==> config.mk <==
export PLATFORM = sky130hd
export DESIGN_NAME = c2mp_gain
export DESIGN_NICKNAME = d
export VERILOG_FILES = /design/src/hdl/c2mp_pkg.sv /design/src/hdl/c2mp_gain.sv
export SDC_FILE = /design/constraint.sdc
export NUM_CORES = 1
export LEC_CHECK = 0
export CELL_PAD_IN_SITES_DETAIL_PLACEMENT = 1
export CELL_PAD_IN_SITES_GLOBAL_PLACEMENT = 1
export CORE_MARGIN = 4
export CORE_UTILIZATION = 35
export DETAILED_ROUTE_END_ITERATION = 8
export DONT_BUFFER_PORTS = 1
export PLACE_DENSITY_LB_ADDON = 0.1
export SLEW_MARGIN = 10
export SYNTH_ARGS = -nofsm -noshare
export SYNTH_HDL_FRONTEND = slang
export SYNTH_SLANG_ARGS = --single-unit
==> constraint.sdc <==
create_clock -name clk -period 4.1 [get_ports clk]
set_input_delay 0.41 -clock clk [delete_from_list [all_inputs] [get_ports clk]]
set_output_delay 0.41 -clock clk [all_outputs]
set_load 0.01 [all_outputs]
==> src/hdl/c2mp_pkg.sv <==
// ----------------------------------------------------------------------------
// c2mp_pkg: shared types and constants
// Widths, arctangent table and pipeline control types for the rectangular to
// polar converter.
// ----------------------------------------------------------------------------
package c2mp_pkg;

	localparam int SAMPLE_WIDTH  = 16;
	localparam int CORDIC_STAGES = 16;
	localparam int GUARD_BITS    = 16;
	localparam int ATAN_ENTRIES  = 32;

	// four bits of headroom for the CORDIC gain and the pi pre-rotation
	localparam int DATA_W  = SAMPLE_WIDTH + GUARD_BITS + 4;
	localparam int ANGLE_W = 32;
	localparam int PHASE_W = 16;
	localparam int MAG_W   = 16;

	// inverse CORDIC gain, Q32
	localparam int GAIN_W = 32;
	localparam logic [GAIN_W-1:0] INV_GAIN = 32'd2608131497;

	// gain removal: magnitude = (x * INV_GAIN + half) >> (GAIN_W + GUARD_BITS)
	localparam int UX_W       = DATA_W - 1;
	localparam int LO_W       = 16;
	localparam int HI_W       = UX_W - LO_W;
	localparam int PROD_SHIFT = GAIN_W + GUARD_BITS;
	localparam int SUM_W      = HI_W + GAIN_W + LO_W + 1;

	// accepting edge to the edge that loads the result registers
	localparam int LATENCY = CORDIC_STAGES + 2;

	typedef logic signed [DATA_W-1:0] data_t;
	typedef logic [ANGLE_W-1:0] angle_t;

	typedef struct packed {
		logic valid;
		logic zero;
		logic block_end;
	} ctrl_t;

	typedef struct packed {
		data_t  x;
		data_t  y;
		angle_t angle;
	} vec_t;

	// atan(2^-k) with 2^32 = 2*pi, truncated
	localparam angle_t ATAN_LUT [ATAN_ENTRIES] = '{
		32'h20000000, 32'h12E4051D, 32'h09FB385B, 32'h051111D4,
		32'h028B0D43, 32'h0145D7E1, 32'h00A2F61E, 32'h00517C55,
		32'h0028BE53, 32'h00145F2E, 32'h000A2F98, 32'h000517CC,
		32'h00028BE6, 32'h000145F3, 32'h0000A2F9, 32'h0000517C,
		32'h000028BE, 32'h0000145F, 32'h00000A2F, 32'h00000517,
		32'h0000028B, 32'h00000145, 32'h000000A2, 32'h00000051,
		32'h00000028, 32'h00000014, 32'h0000000A, 32'h00000005,
		32'h00000002, 32'h00000001, 32'h00000000, 32'h00000000
	};

	localparam angle_t ANGLE_PI = 32'h80000000;

endpackage

==> src/hdl/c2mp_gain.sv <==
// ----------------------------------------------------------------------------
// c2mp_gain: gain removal and output stage
// Scales x by the inverse CORDIC gain in two partial products, rounds and
// saturates the magnitude, rounds the phase and registers the result.
// ----------------------------------------------------------------------------
module c2mp_gain (
	input  logic                                clk,
	input  logic                                arst_n,
	input  c2mp_pkg::vec_t                      vec_in,
	input  c2mp_pkg::ctrl_t                     ctrl_in,
	output logic        [c2mp_pkg::MAG_W-1:0]   magnitude,
	output logic signed [c2mp_pkg::PHASE_W-1:0] phase,
	output logic                                block_end_out,
	output logic                                done
);
	import c2mp_pkg::*;

	logic [UX_W-1:0]           ux;
	angle_t                    angle_rnd;
	logic [LO_W+GAIN_W-1:0]    p_lo_s1;
	logic [HI_W+GAIN_W-1:0]    p_hi_s1;
	logic [PHASE_W-1:0]        phase_s1;
	ctrl_t                     ctrl_s1;
	logic [SUM_W-1:0]          sum;
	logic [SUM_W-PROD_SHIFT-1:0] mag_full;

	// negative x reads as zero
	assign ux        = vec_in.x[DATA_W-1] ? '0 : vec_in.x[UX_W-1:0];
	assign angle_rnd = vec_in.angle + (angle_t'(1) << (ANGLE_W - PHASE_W - 1));

	always_ff @(posedge clk or negedge arst_n) begin
		if (!arst_n) begin
			ctrl_s1 <= '0;
			done    <= 1'b0;
		end else begin
			ctrl_s1 <= ctrl_in;
			done    <= ctrl_s1.valid;
		end
	end

	always_ff @(posedge clk) begin
		p_lo_s1  <= ux[LO_W-1:0] * INV_GAIN;
		p_hi_s1  <= ux[UX_W-1:LO_W] * INV_GAIN;
		phase_s1 <= ctrl_in.zero ? '0 : angle_rnd[ANGLE_W-1 -: PHASE_W];
	end

	assign sum = SUM_W'({p_hi_s1, {LO_W{1'b0}}}) + SUM_W'(p_lo_s1)
	           + (SUM_W'(1) << (PROD_SHIFT - 1));
	assign mag_full = sum[SUM_W-1:PROD_SHIFT];

	always_ff @(posedge clk) begin
		if (ctrl_s1.zero) begin
			magnitude <= '0;
		end else if (mag_full > (SUM_W-PROD_SHIFT)'({MAG_W{1'b1}})) begin
			magnitude <= '1;
		end else begin
			magnitude <= mag_full[MAG_W-1:0];
		end
		phase         <= phase_s1;
		block_end_out <= ctrl_s1.block_end;
	end

endmodule

==> reports/summary.txt <==
======================================================================================================
Outcome                                                                                   finished with violations
Failing checks                                                                            negative setup slack
Min-delay src                                                                               ctrl_in[1]
Number of buffers created by CTS                                                                    17
Dominant cells by area after synthesis                                                    sky130_fd_sc_hd__fa_1 (36%), sky130_fd_sc_hd__ha_1 (21%), sky130_fd_sc_hd__inv_1 (11%), sky130_fd_sc_hd__dfxtp_1 (11%), sky130_fd_sc_hd__a21oi_1 (2.4%)
Max H-tree Level                                                                                     4
Met1 track demand over resource in global routing                                                0.253
Register bit count reported by yosys                                                               136
First-pass GRT wire length                                                                   124000 um
Yosys warning count                                                                                  0
Sum of overflow across all layers after global routing                                               0
Post-route DRC                                                                                       0
Hold Vio Cnt, Final                                                                                  0
Buffers & Inverters on Critical Path                                                                 6
Count of mapped cells out of synthesis                                                            2483
Final Slew Violations                                                                                0
Setup-failing EPs final                                                                             71
Die Wd                                                                                          270 um
Top-level port count                                                                               143
Slack of the critical path                                                                    -1.71 ns
CTS tree                                                                                          done
Sink Count                                                                                         136
Final worst clock skew                                                                       0.0164 ns
CP endpoint kind                                                                              register
Post-synthesis cell type with the largest combined area                                   sky130_fd_sc_hd__fa_1
Flip-flop cell with the highest count after synthesis                                     sky130_fd_sc_hd__dfxtp_1
Area of the placeable core                                                                 67500 sq um
Pin count of the biggest net entering global routing                                                51
Sequential fraction of the synthesis area                                                        0.114
RSZ-0062 raised after global routing                                                              true
Async set or reset register ratio after synthesis                                               0.0294
Number of synthesized flops with an enable pin                                                       0
Peak-usage layer in the global routing report                                                     met2
Actual transition at the worst max-transition pin                                             0.599 ns
Total non-filler cell area in the finished layout                                          31700 sq um
Total number of placement rows                                                                      95
Cell chain of the critical path                                                           nand2b_4, inv_4, fa_1, inv_2, fa_1, inv_1, fa_1, inv_2, fa_1, fa_2, fa_1, inv_2, ha_4, nand4_1, or4_4, o211ai_2, nand3_2, a211oi_2, or2_1, buf_6, a21oi_4, o311a_1
Placed cells                                                                                      3857
Placed instance area                                                                       29500 sq um
Achievable frequency                                                                           172 MHz
Critical path type                                                                        primary input to register
Launch instance of the worst register-to-register path                                    p_lo_s1[18]$_DFF_P_
Total wire length after detailed routing                                                      78300 um
Crit-path leading delay family                                                             adder cells
Remaining max-slew budget at the tightest pin                                                    0.597
Commonest cells in the synthesized netlist                                                sky130_fd_sc_hd__inv_1 (719), sky130_fd_sc_hd__fa_1 (426), sky130_fd_sc_hd__ha_1 (410)
Antenna violations before repair                                                                     0
Synth Area per Inst                                                                         9.66 sq um
Number of distinct library cells after synthesis                                                    68
Weighted congestion at the end of routability-driven global placement                            0.945
Global Route met3 Usage                                                                         0.0111
Cell at the root of the clock tree                                                        sky130_fd_sc_hd__clkbuf_16
# port buffers                                                                                       0
Nature of the critical path startpoint                                                    primary input
Filler cell count                                                                                 7574
GRT Resource Usage Total                                                                         0.217
Largest fanout on the critical path                                                                 50
Die footprint                                                                              72800 sq um
Top-area cell type share of the netlist area                                                     0.356
Worst path most repeated cell                                                             sky130_fd_sc_hd__fa_1
Clock transition at the register clock pins on the worst setup and hold paths after CTS        0.07 ns
Vias in the first global route                                                                   21467
Max-Cap Viols                                                                                        0
Min-delay worst type                                                                      primary input to register
Global-route track usage on met2                                                                 0.427
Final worst path period share                                                                     1.42
Detailed Place HPWL                                                                           70400 um
Most frequent cell after synthesis                                                        sky130_fd_sc_hd__inv_1
Antenna Diode Count                                                                                  0
Standard cell with the maximum stage delay on the critical path                           sky130_fd_sc_hd__fa_1
Routed wirelength normalized by instance count                                                 19.9 um
Detailed-route via count                                                                         18423
Final nets                                                                                        4002
Routed vias/inst                                                                                  4.67
Final period demand of the worst path                                                          5.81 ns
Mapped Nets                                                                                       3428
CP Data Arrival Time                                                                           6.12 ns
CTS max path bufs                                                                                    2
Count of placed standard cells in the final layout, fillers left out                              3943
Clock latency on the worst-skew pair                                                           0.44 ns
First element of the critical path                                                         vec_in[103]
Chip height                                                                                     270 um
Antenna violation net count after detailed routing                                                   0
First-pass iteration count of the detailed router                                                    6
Biggest cell delay along the critical path                                                     0.57 ns
Initial standard-cell utilization of the core                                                    0.355
Worst path required time                                                                       4.42 ns
Area growth syn-to-layout                                                                        32.2%
Fraction of final layout cells with drive strength greater than 1                                0.297
Number of DRC markers after the initial detailed-route iteration                                   597
Post-Syn Area                                                                              24000 sq um
======================================================================================================
[layer usage]
metal / wire [um] / vias up
met2: 43200 / 166
met3: 784 / 83
met5: 0 / -
met1: 31700 / 9314
li1: - / 8860
met4: 2590 / 0
[placed cells by master, fill, tap and decap left out, drive strengths merged, types with 4 or more instances in the layout]
cell type,netlist,routed
a31o,5,5
nor2b,35,35
nand4,22,22
a21oi,121,121
nand3,33,33
nor2,62,62
nand2b,35,35
dlygate4sd3,0,4
nor3,6,6
inv,719,724
a211oi,13,13
a21o,52,52
o211ai,10,10
dfxtp,132,132
and3,20,20
xor2,47,47
o31ai,7,7
o21bai,19,19
a31oi,10,10
fa,426,426
nand2,79,79
o21ai,53,53
clkinv,0,4
and2,7,7
xnor2,56,56
or3,6,6
dfrtp,4,4
or2,9,9
o21a,13,13
nor4,4,4
ha,410,410
buf,3,582
clkbuf,28,18
[repair_timing]
action                                 in CTS  in global routing
setup endpoints to repair                  71                 72
setup buffers                              17                 36
resized for setup                         109                136
hold buffers                                4                  0
pin swaps                                  58                 85
endpoints found under the hold margin       7                  0
[area by class of cell]
class                   count  area (sq um)  share of cell area
clock inverters            14           208             0.00655
flip-flops and latches    136          2740              0.0865
repair buffers            586          4550               0.143
well taps                 873          1090              0.0345
inverters                 719          2740              0.0865
multi-input cells        1597         19900               0.629
clock buffers              18           429              0.0135
[sequential cells by signal, summed over array words and instances, names as in the netlist]
register       count
magnitude         16
done               1
phase             16
phase_s1          16
p_lo_s1           32
p_hi_s1           51
block_end_out      1
ctrl_s1            3
[cell families (layout without fill, tap and decap cells)]
group	count (synthesis)	after routing	share of synthesized area
compound gates	332	332	0.0906
simple gates	326	326	0.0699
flops	136	136	0.114
xor+xnor	103	103	0.0376
fa+ha+maj	836	836	0.570
buf+inv	750	1337	0.118
[per-stage QoR]
stage / setup TNS [ns] / utilization / hold slack (ns) / setup slack (ns)
finish: -85.09 / 0.469 / 0.0368 / -1.71
detailed placement: -124.10 / 0.438 / 0.115 / -2.21
CTS: -87.39 / 0.457 / 0.0126 / -1.68
global placement: -120.84 / 0.438 / 0.115 / -2.16
global route: -97.75 / 0.469 / 0.0133 / -1.86
floorplan: -105.54 / - / 0.114 / -1.96
[path summary, 6_finish.rpt]
path                       slack, ns  depth (start not counted)                  endpoint
min in group asynchronous       0.24                          1      ctrl_s1[2]$_DFF_PN0_
min reg2reg                     0.32                          0         phase[12]$_DFF_P_
max in group asynchronous       3.70                          1            done$_DFF_PN0_
max                            -1.71                         22       p_lo_s1[42]$_DFF_P_
min                             0.04                          1   phase_s1[13]$_SDFF_PP0_
max reg2reg                     0.80                         11  magnitude[15]$_SDFF_PP0_
Power is not shown: default switching activity piles up to over one toggle a cycle in this logic, so the estimate is an artifact.
