==> config.mk <==
export PLATFORM = sky130hd
export DESIGN_NAME = c2mp_prerot
export DESIGN_NICKNAME = d
export VERILOG_FILES = /design/src/hdl/c2mp_pkg.sv /design/src/hdl/c2mp_prerot.sv
export SDC_FILE = /design/constraint.sdc
export NUM_CORES = 1
export LEC_CHECK = 0
export BUFFER_PORTS_ARGS = -buffer_cell sky130_fd_sc_hd__buf_2
export CAP_MARGIN = 20
export CORE_MARGIN = 4
export CORE_UTILIZATION = 43
export CTS_BUF_LIST = sky130_fd_sc_hd__clkbuf_8
export CTS_CLUSTER_SIZE = 40
export DETAILED_ROUTE_END_ITERATION = 10
export PLACE_DENSITY = 0.88
export SYNTH_ARGS = -nofsm -noshare
export SYNTH_HDL_FRONTEND = slang
export SYNTH_SLANG_ARGS = --single-unit
==> constraint.sdc <==
create_clock -name clk -period 0.8 [get_ports clk]
set_input_delay 0.12 -clock clk [delete_from_list [all_inputs] [get_ports clk]]
set_output_delay 0.12 -clock clk [all_outputs]
set_load 0.01 [all_outputs]
==> src/hdl/c2mp_pkg.sv <==
// ----------------------------------------------------------------------------
// c2mp_pkg: shared types and constants
// Widths, arctangent table and pipeline control types for the rectangular to
// polar converter.
// ----------------------------------------------------------------------------
package c2mp_pkg;

	localparam int SAMPLE_WIDTH  = 16;
	localparam int CORDIC_STAGES = 16;
	localparam int GUARD_BITS    = 16;
	localparam int ATAN_ENTRIES  = 32;

	// four bits of headroom for the CORDIC gain and the pi pre-rotation
	localparam int DATA_W  = SAMPLE_WIDTH + GUARD_BITS + 4;
	localparam int ANGLE_W = 32;
	localparam int PHASE_W = 16;
	localparam int MAG_W   = 16;

	// inverse CORDIC gain, Q32
	localparam int GAIN_W = 32;
	localparam logic [GAIN_W-1:0] INV_GAIN = 32'd2608131497;

	// gain removal: magnitude = (x * INV_GAIN + half) >> (GAIN_W + GUARD_BITS)
	localparam int UX_W       = DATA_W - 1;
	localparam int LO_W       = 16;
	localparam int HI_W       = UX_W - LO_W;
	localparam int PROD_SHIFT = GAIN_W + GUARD_BITS;
	localparam int SUM_W      = HI_W + GAIN_W + LO_W + 1;

	// accepting edge to the edge that loads the result registers
	localparam int LATENCY = CORDIC_STAGES + 2;

	typedef logic signed [DATA_W-1:0] data_t;
	typedef logic [ANGLE_W-1:0] angle_t;

	typedef struct packed {
		logic valid;
		logic zero;
		logic block_end;
	} ctrl_t;

	typedef struct packed {
		data_t  x;
		data_t  y;
		angle_t angle;
	} vec_t;

	// atan(2^-k) with 2^32 = 2*pi, truncated
	localparam angle_t ATAN_LUT [ATAN_ENTRIES] = '{
		32'h20000000, 32'h12E4051D, 32'h09FB385B, 32'h051111D4,
		32'h028B0D43, 32'h0145D7E1, 32'h00A2F61E, 32'h00517C55,
		32'h0028BE53, 32'h00145F2E, 32'h000A2F98, 32'h000517CC,
		32'h00028BE6, 32'h000145F3, 32'h0000A2F9, 32'h0000517C,
		32'h000028BE, 32'h0000145F, 32'h00000A2F, 32'h00000517,
		32'h0000028B, 32'h00000145, 32'h000000A2, 32'h00000051,
		32'h00000028, 32'h00000014, 32'h0000000A, 32'h00000005,
		32'h00000002, 32'h00000001, 32'h00000000, 32'h00000000
	};

	localparam angle_t ANGLE_PI = 32'h80000000;

endpackage

==> src/hdl/c2mp_prerot.sv <==
// ----------------------------------------------------------------------------
// c2mp_prerot: input stage
// Registers the sample with guard bits and rotates the left half plane by pi.
// ----------------------------------------------------------------------------
module c2mp_prerot (
	input  logic                                    clk,
	input  logic                                    arst_n,
	input  logic                                    load,
	input  logic signed [c2mp_pkg::SAMPLE_WIDTH-1:0] i_sample,
	input  logic signed [c2mp_pkg::SAMPLE_WIDTH-1:0] q_sample,
	input  logic                                    block_end,
	output c2mp_pkg::vec_t                          vec_s1,
	output c2mp_pkg::ctrl_t                         ctrl_s1
);
	import c2mp_pkg::*;

	data_t xi;
	data_t yi;
	logic  neg;

	assign xi  = data_t'(i_sample) <<< GUARD_BITS;
	assign yi  = data_t'(q_sample) <<< GUARD_BITS;
	assign neg = i_sample[SAMPLE_WIDTH-1];

	always_ff @(posedge clk or negedge arst_n) begin
		if (!arst_n) begin
			ctrl_s1 <= '0;
		end else begin
			ctrl_s1.valid     <= load;
			ctrl_s1.zero      <= (i_sample == '0) && (q_sample == '0);
			ctrl_s1.block_end <= block_end;
		end
	end

	always_ff @(posedge clk) begin
		if (neg) begin
			vec_s1.x     <= -xi;
			vec_s1.y     <= -yi;
			vec_s1.angle <= ANGLE_PI;
		end else begin
			vec_s1.x     <= xi;
			vec_s1.y     <= yi;
			vec_s1.angle <= '0;
		end
	end

endmodule

==> impl_results.md, run 1 <==
- CORE AREA: 4723 um^2
- Gp weighted congestion: 0.7790
- Largest net degree at the start of global routing: 15
- Clock buffer depth: 2
- Diodes inserted: 0
- TritonCTS buffer count: 5
- Final net count: 389
- RSZ-0062 raised after global routing: yes
- Leak Pwr: 1.677 nW
- Worst EP required: 1.03 ns
- Max-slew violation count: 0
- First-pass GRT wire length: 9798 um
- Synthesized cell area: 2090 um^2
- Core Util, Final: 74.38%
- Final setup fails: 72
- Sink Count: 44
- Critical Setup Path Class: in2reg
- Worst-path clk slew: 0.09 ns
- Violated checks: negative hold slack, negative setup slack
- Netlist cell types: 30
- Wire per inst: 20.63 um
- Largest area contributor in the netlist: dfxtp_1
- #FFs+latches synth: 44
- Layout cells sized above 1: 58.52%
- Fin crit period: 1.183 ns
- Top-count cell post-synth: buf_4
- Ranking of synthesized cells by area: dfxtp_1 (39%), buf_4 (23%), xnor2_1 (9.6%)
- Vias: 2056
- Fillers: 258
- Status: finished, violations left
- Hold Path Class: in2reg
- CP peak stage delay: 0.34 ns
- Synth Area per Inst: 9.998 um^2
- Post-synth EDFFs: 0
- Design Power: 5.863 mW
- I/O Buffers: 79
- Final HPWL from detailed placement: 4165 um
- Yosys top cell area share: 39.28%
- Dpl cells: 397
- Die Ht: 77.71 um
- Commonest cells post-synth: buf_4 (63), dfxtp_1 (41), xnor2_1 (23), nand2_1 (16), o21ai_0 (9)
- Startpoint types: primary input
- Max-capacitance violation count: 0
- Via count of the first global-routing pass: 1883
- Ys async rst share: 6.818%
- Register area share after synthesis: 42.87%
- Die X: 77.71 um
- DR vias/cell: 4.907
- Area delta synth->final: 68.14%
- Post-route setup TNS: -8.587 ns
- Dominant synthesized flop cell: dfxtp_1
- Clk root buf: clkbuf_8
- Cells after Synth: 209
- Slowest-stage cell, CP: nor4_4
- Initial Util: 44.24%
- Critical path fanouts, max: 2
- Cell Count, Final, Fillers Out: 419
- IO Count: 143
- ANT nets after route: 0
- Seq. cell area: 930.9 um^2
- H-tree depth: 2
- Final Routed Wirelength: 8642 um
- Total track usage: 20.62%
- Hold Violations, Final: 1
- Final period util: 147.9%
- Pre-antenna DRT Iters: 4
- Total grt overflow: 0
- Max Fclk: 0.8450 GHz
- Place WS: -0.6568 ns
- Die ar.: 6039 um^2
- Final worst slack: -0.3834 ns
- Crit-path cells: buf_8, nor4_4, buf_4, nand4b_1, o31ai_2, xnor2_1
- Antenna violations before repair: 0
- CTS tree: built
- Maximum vdd drop: 1.190 mV
- Row cnt: 25
- Footprint of the multi-input gates: 1214 um^2
- PD cells: 1669 nW/um^2
- Crit end category: register
- Remaining DRCs: 0
- Critical path arrival: 1.41 ns
- Hold Slack: -0.001372 ns
- Iteration-0 DRC Markers: 176
- Yosys warns: 0
-- flip-flops by register name, summed over array words and instances, names as in the netlist --
register / flops
vec_s1: 41
ctrl_s1: 3
-- cells by family after synthesis --
family / count (synthesis) / synth area share (%)
simple gates: 39 / 11.50
flops: 44 / 42.87
fa+ha+maj: 2 / 1.197
other cells: 1 / 0.1795
buf+inv: 72 / 24.25
compound gates: 24 / 8.682
xor+xnor: 27 / 11.32
-- critical path, delay by kind of cell --
family,cells,cell delay (ns)
AND/OR/NAND/NOR,2,0.55
AO/OA/AOI/OAI,1,0.29
buffers and inverters,2,0.28
XOR/XNOR,1,0.17
-- per-layer routing --
layer  GRT usage, %  routed length (um)  up-vias
met5              0                   0        -
met2          39.47                4428      191
met3          4.988                 848       46
met4          4.270                 438        0
li1               -                   -      843
met1          22.72                2926      976
-- through the flow --
| step | hold WS, ns | area, um^2 |
|---|---|---|
| 2_1_floorplan | -0.1756 | 2465 |
| 5_1_grt | -0.006599 | 3513 |
| 3_5_place_dp | -0.07805 | 2754 |
| 3_3_place_gp | -0.08059 | 2754 |
| 4_1_cts | 0.02579 | 3229 |
| 6_report | -0.001372 | 3513 |
-- layout make-up --
class / count / share of cell area [%]
Clock buffer: 5 / 1.959
Clock inverter: 3 / 1.211
Multi-Input combinational cell: 159 / 34.54
Inverter: 6 / 1.353
Timing Repair Buffer: 135 / 32.05
Sequential cell: 44 / 26.50
Tap cell: 67 / 2.386
-- path summary, 6_finish.rpt --
kind / startpoint / endpoint / slack [ns] / cells past startpoint
setup / recovery: i_sample[7] / vec_s1[97]$_DFF_P_ / -0.38 / 6
hold / removal: i_sample[15] / vec_s1[31]$_DFF_P_ / -0.001 / 1
max in group asynchronous: arst_n / ctrl_s1[2]$_DFF_PN0_ / 0.52 / 2
min in group asynchronous: arst_n / ctrl_s1[1]$_DFF_PN0_ / 0.16 / 2
-- layout by cell type (no fill, tap or decap), types with 9 or more instances in the layout --
cell type  count
conb_1        67
buf_4         46
buf_6         40
buf_2         39
dfxtp_2       28
xnor2_1       20
dfxtp_1       13
nand2_1        9
-- power by group --
group	switching [mW]	internal [mW]
Clock	0.849	0.926
Combinational	0.812	0.746
Sequential	0.110	2.42
Total	1.77	4.09
-- what timing repair did --
action                     in CTS  in global routing
cloned                          0                  0
setup endpoints to repair      68                 70
resized for setup              60                 60
hold endpoints to repair        7                  0
pin swaps                      22                 26
hold buffers                    5                  0
buffers inserted                8                  3
Power figures use the tool's default switching activity.
==> run 2: changes to the inputs <==
- BUFFER_PORTS_ARGS: -buffer_cell sky130_fd_sc_hd__buf_2 -> default
- DONT_BUFFER_PORTS: default -> 1
- PLACE_DENSITY: 0.88 -> 0.63
==> run 2 against run 1 <==
Against the previous run:
- the flow still finishes with violations (negative hold slack, negative setup slack)
- first-iteration DRC count fell by 93%
- critical path depth unchanged
- die area unchanged
- cell count is 23% lower
- worst setup slack improved by 0.23 ns
- sequential power increased by 3%
- final area decreased by 24%
- non-clock buffer count decreased by 95
- sequential share of layout area is 8.2 points higher
- utilization is 18 points lower
- clock power is 21% lower
- worst hold slack worse by 0.15 ns
- critical endpoint is now vec_s1[96]$_DFF_P_
- largest cell class unchanged
- largest power group unchanged
==> impl_results.md, run 2 (synthesis results as in run 1) <==
- Design Area, Final: 2670 um^2
- Die X: 77.71 um
- DR vias/cell: 4.222
- Final Routed Wirelength: 4242 um
- Startpoint types: primary input
- Wire per inst: 13.09 um
- Max Fclk: 1.046 GHz
- Max-slew violation count: 0
- Most frequent cells in the layout: conb_1 (67), dlygate4sd3_1 (28), dfxtp_2 (24), xnor2_1 (22), dfxtp_1 (17)
- Total track usage: 12.83%
- Crit end category: register
- Worst EP required: 1.01 ns
- Iteration-0 DRC Markers: 12
- Row cnt: 25
- ANT nets after route: 0
- IO Count: 143
- Commonest non-fill, non-tap cell in the layout: conb_1
- Worst-path clk slew: 0.08 ns
- Sink Count: 44
- Final worst slack: -0.1563 ns
- I/O Buffers: 0
- Final HPWL from detailed placement: 2972 um
- TritonCTS buffer count: 5
- Via count of the first global-routing pass: 1305
- Placed cell area: 2103 um^2
- Status: finished, violations left
- Hold Slack: -0.1487 ns
- Clk root buf: clkbuf_8
- Initial Util: 44.24%
- Antenna violations before repair: 0
- PD cells: 1722 nW/um^2
- Diodes inserted: 0
- Final net count: 294
- Final period util: 119.5%
- RSZ-0062 raised after global routing: yes
- Gp weighted congestion: 0.7155
- Total grt overflow: 0
- Largest register FFs: 41
- Remaining DRCs: 0
- Critical Setup Path Class: in2reg
- Leak Pwr: 1.135 nW
- Vias: 1368
- Largest reg by FF count: vec_s1
- Violated checks: negative hold slack, negative setup slack
- Maximum vdd drop: 0.7226 mV
- Clock buffer depth: 2
- CORE AREA: 4723 um^2
- H-tree depth: 2
- Critical path arrival: 1.16 ns
- CTS tree: built
- Critical path fanouts, max: 3
- Largest net degree at the start of global routing: 30
- Final setup fails: 17
- Layout cells sized above 1: 30.35%
- Place WS: -0.4672 ns
- Die ar.: 6039 um^2
- Hold Violations, Final: 28
- Pre-antenna DRT Iters: 4
- Fin crit period: 0.9563 ns
- Registers with the most flip-flops: vec_s1 x41, ctrl_s1 x3
- Die Ht: 77.71 um
- Hold Path Class: in2reg
- Max-capacitance violation count: 0
- First-pass GRT wire length: 6085 um
- Area delta synth->final: 27.78%
==> run 2: metal layers <==
metal | vias up | global-route usage, % | share of wire [%]
met2 | 87 | 23.12 | 52
li1 | 651 | - | -
met3 | 9 | 6.148 | 12
met5 | - | 0 | 0
met4 | 0 | 4.982 | 1.7
met1 | 621 | 12.51 | 34
==> run 2: worst paths after layout <==
path	startpoint	slack (ns)	to	cells past startpoint
worst max-delay path	i_sample[8]	-0.16	vec_s1[96]$_DFF_P_	6
worst min-delay path	i_sample[15]	-0.15	vec_s1[31]$_DFF_P_	0
min in group asynchronous	arst_n	0.07	ctrl_s1[1]$_DFF_PN0_	1
max in group asynchronous	arst_n	0.58	ctrl_s1[2]$_DFF_PN0_	1
==> run 2: critical path, cell delays in order <==
cell      delay, ns
nor4_4         0.25
buf_4          0.15
nand4b_1       0.16
buf_4          0.19
o21ai_2        0.13
xnor2_1        0.15
==> run 2: layout make-up <==
type	instances	area (um^2)
multi-input combinational	159	1136
tap	67	83.83
clock buffer	6	82.58
sequential	44	925.9
clock inverter	2	10.01
timing repair buffer	40	370.4
fill	421	2053
inverter	6	61.31
==> run 2: power breakdown <==
group          total, mW  switching (mW)  internal [mW]
combinational      0.594           0.300          0.294
clock               1.40           0.710          0.689
sequential          2.60           0.182           2.42
==> run 2: what timing repair did <==
action,CTS,global route
pin swaps,5,10
hold endpoints to repair,43,29
resized for setup,21,28
hold buffers,26,2
setup endpoints to repair,30,39
buffers inserted,1,3
==> run 2: through the flow <==
stage / setup TNS, ns / utilization, % / total power, mW / std cells
final: -0.9706 / 56.53 / 4.597 / 324
after global routing: -2.053 / 56.53 / 4.814 / 324
after CTS: -0.7660 / 53.19 / 4.611 / 319
after detailed placement: -7.923 / 44.53 / 3.062 / 284
after global placement: -7.620 / 44.53 / 3.053 / 284
after floorplan: -4.670 / - / 3.242 / 275
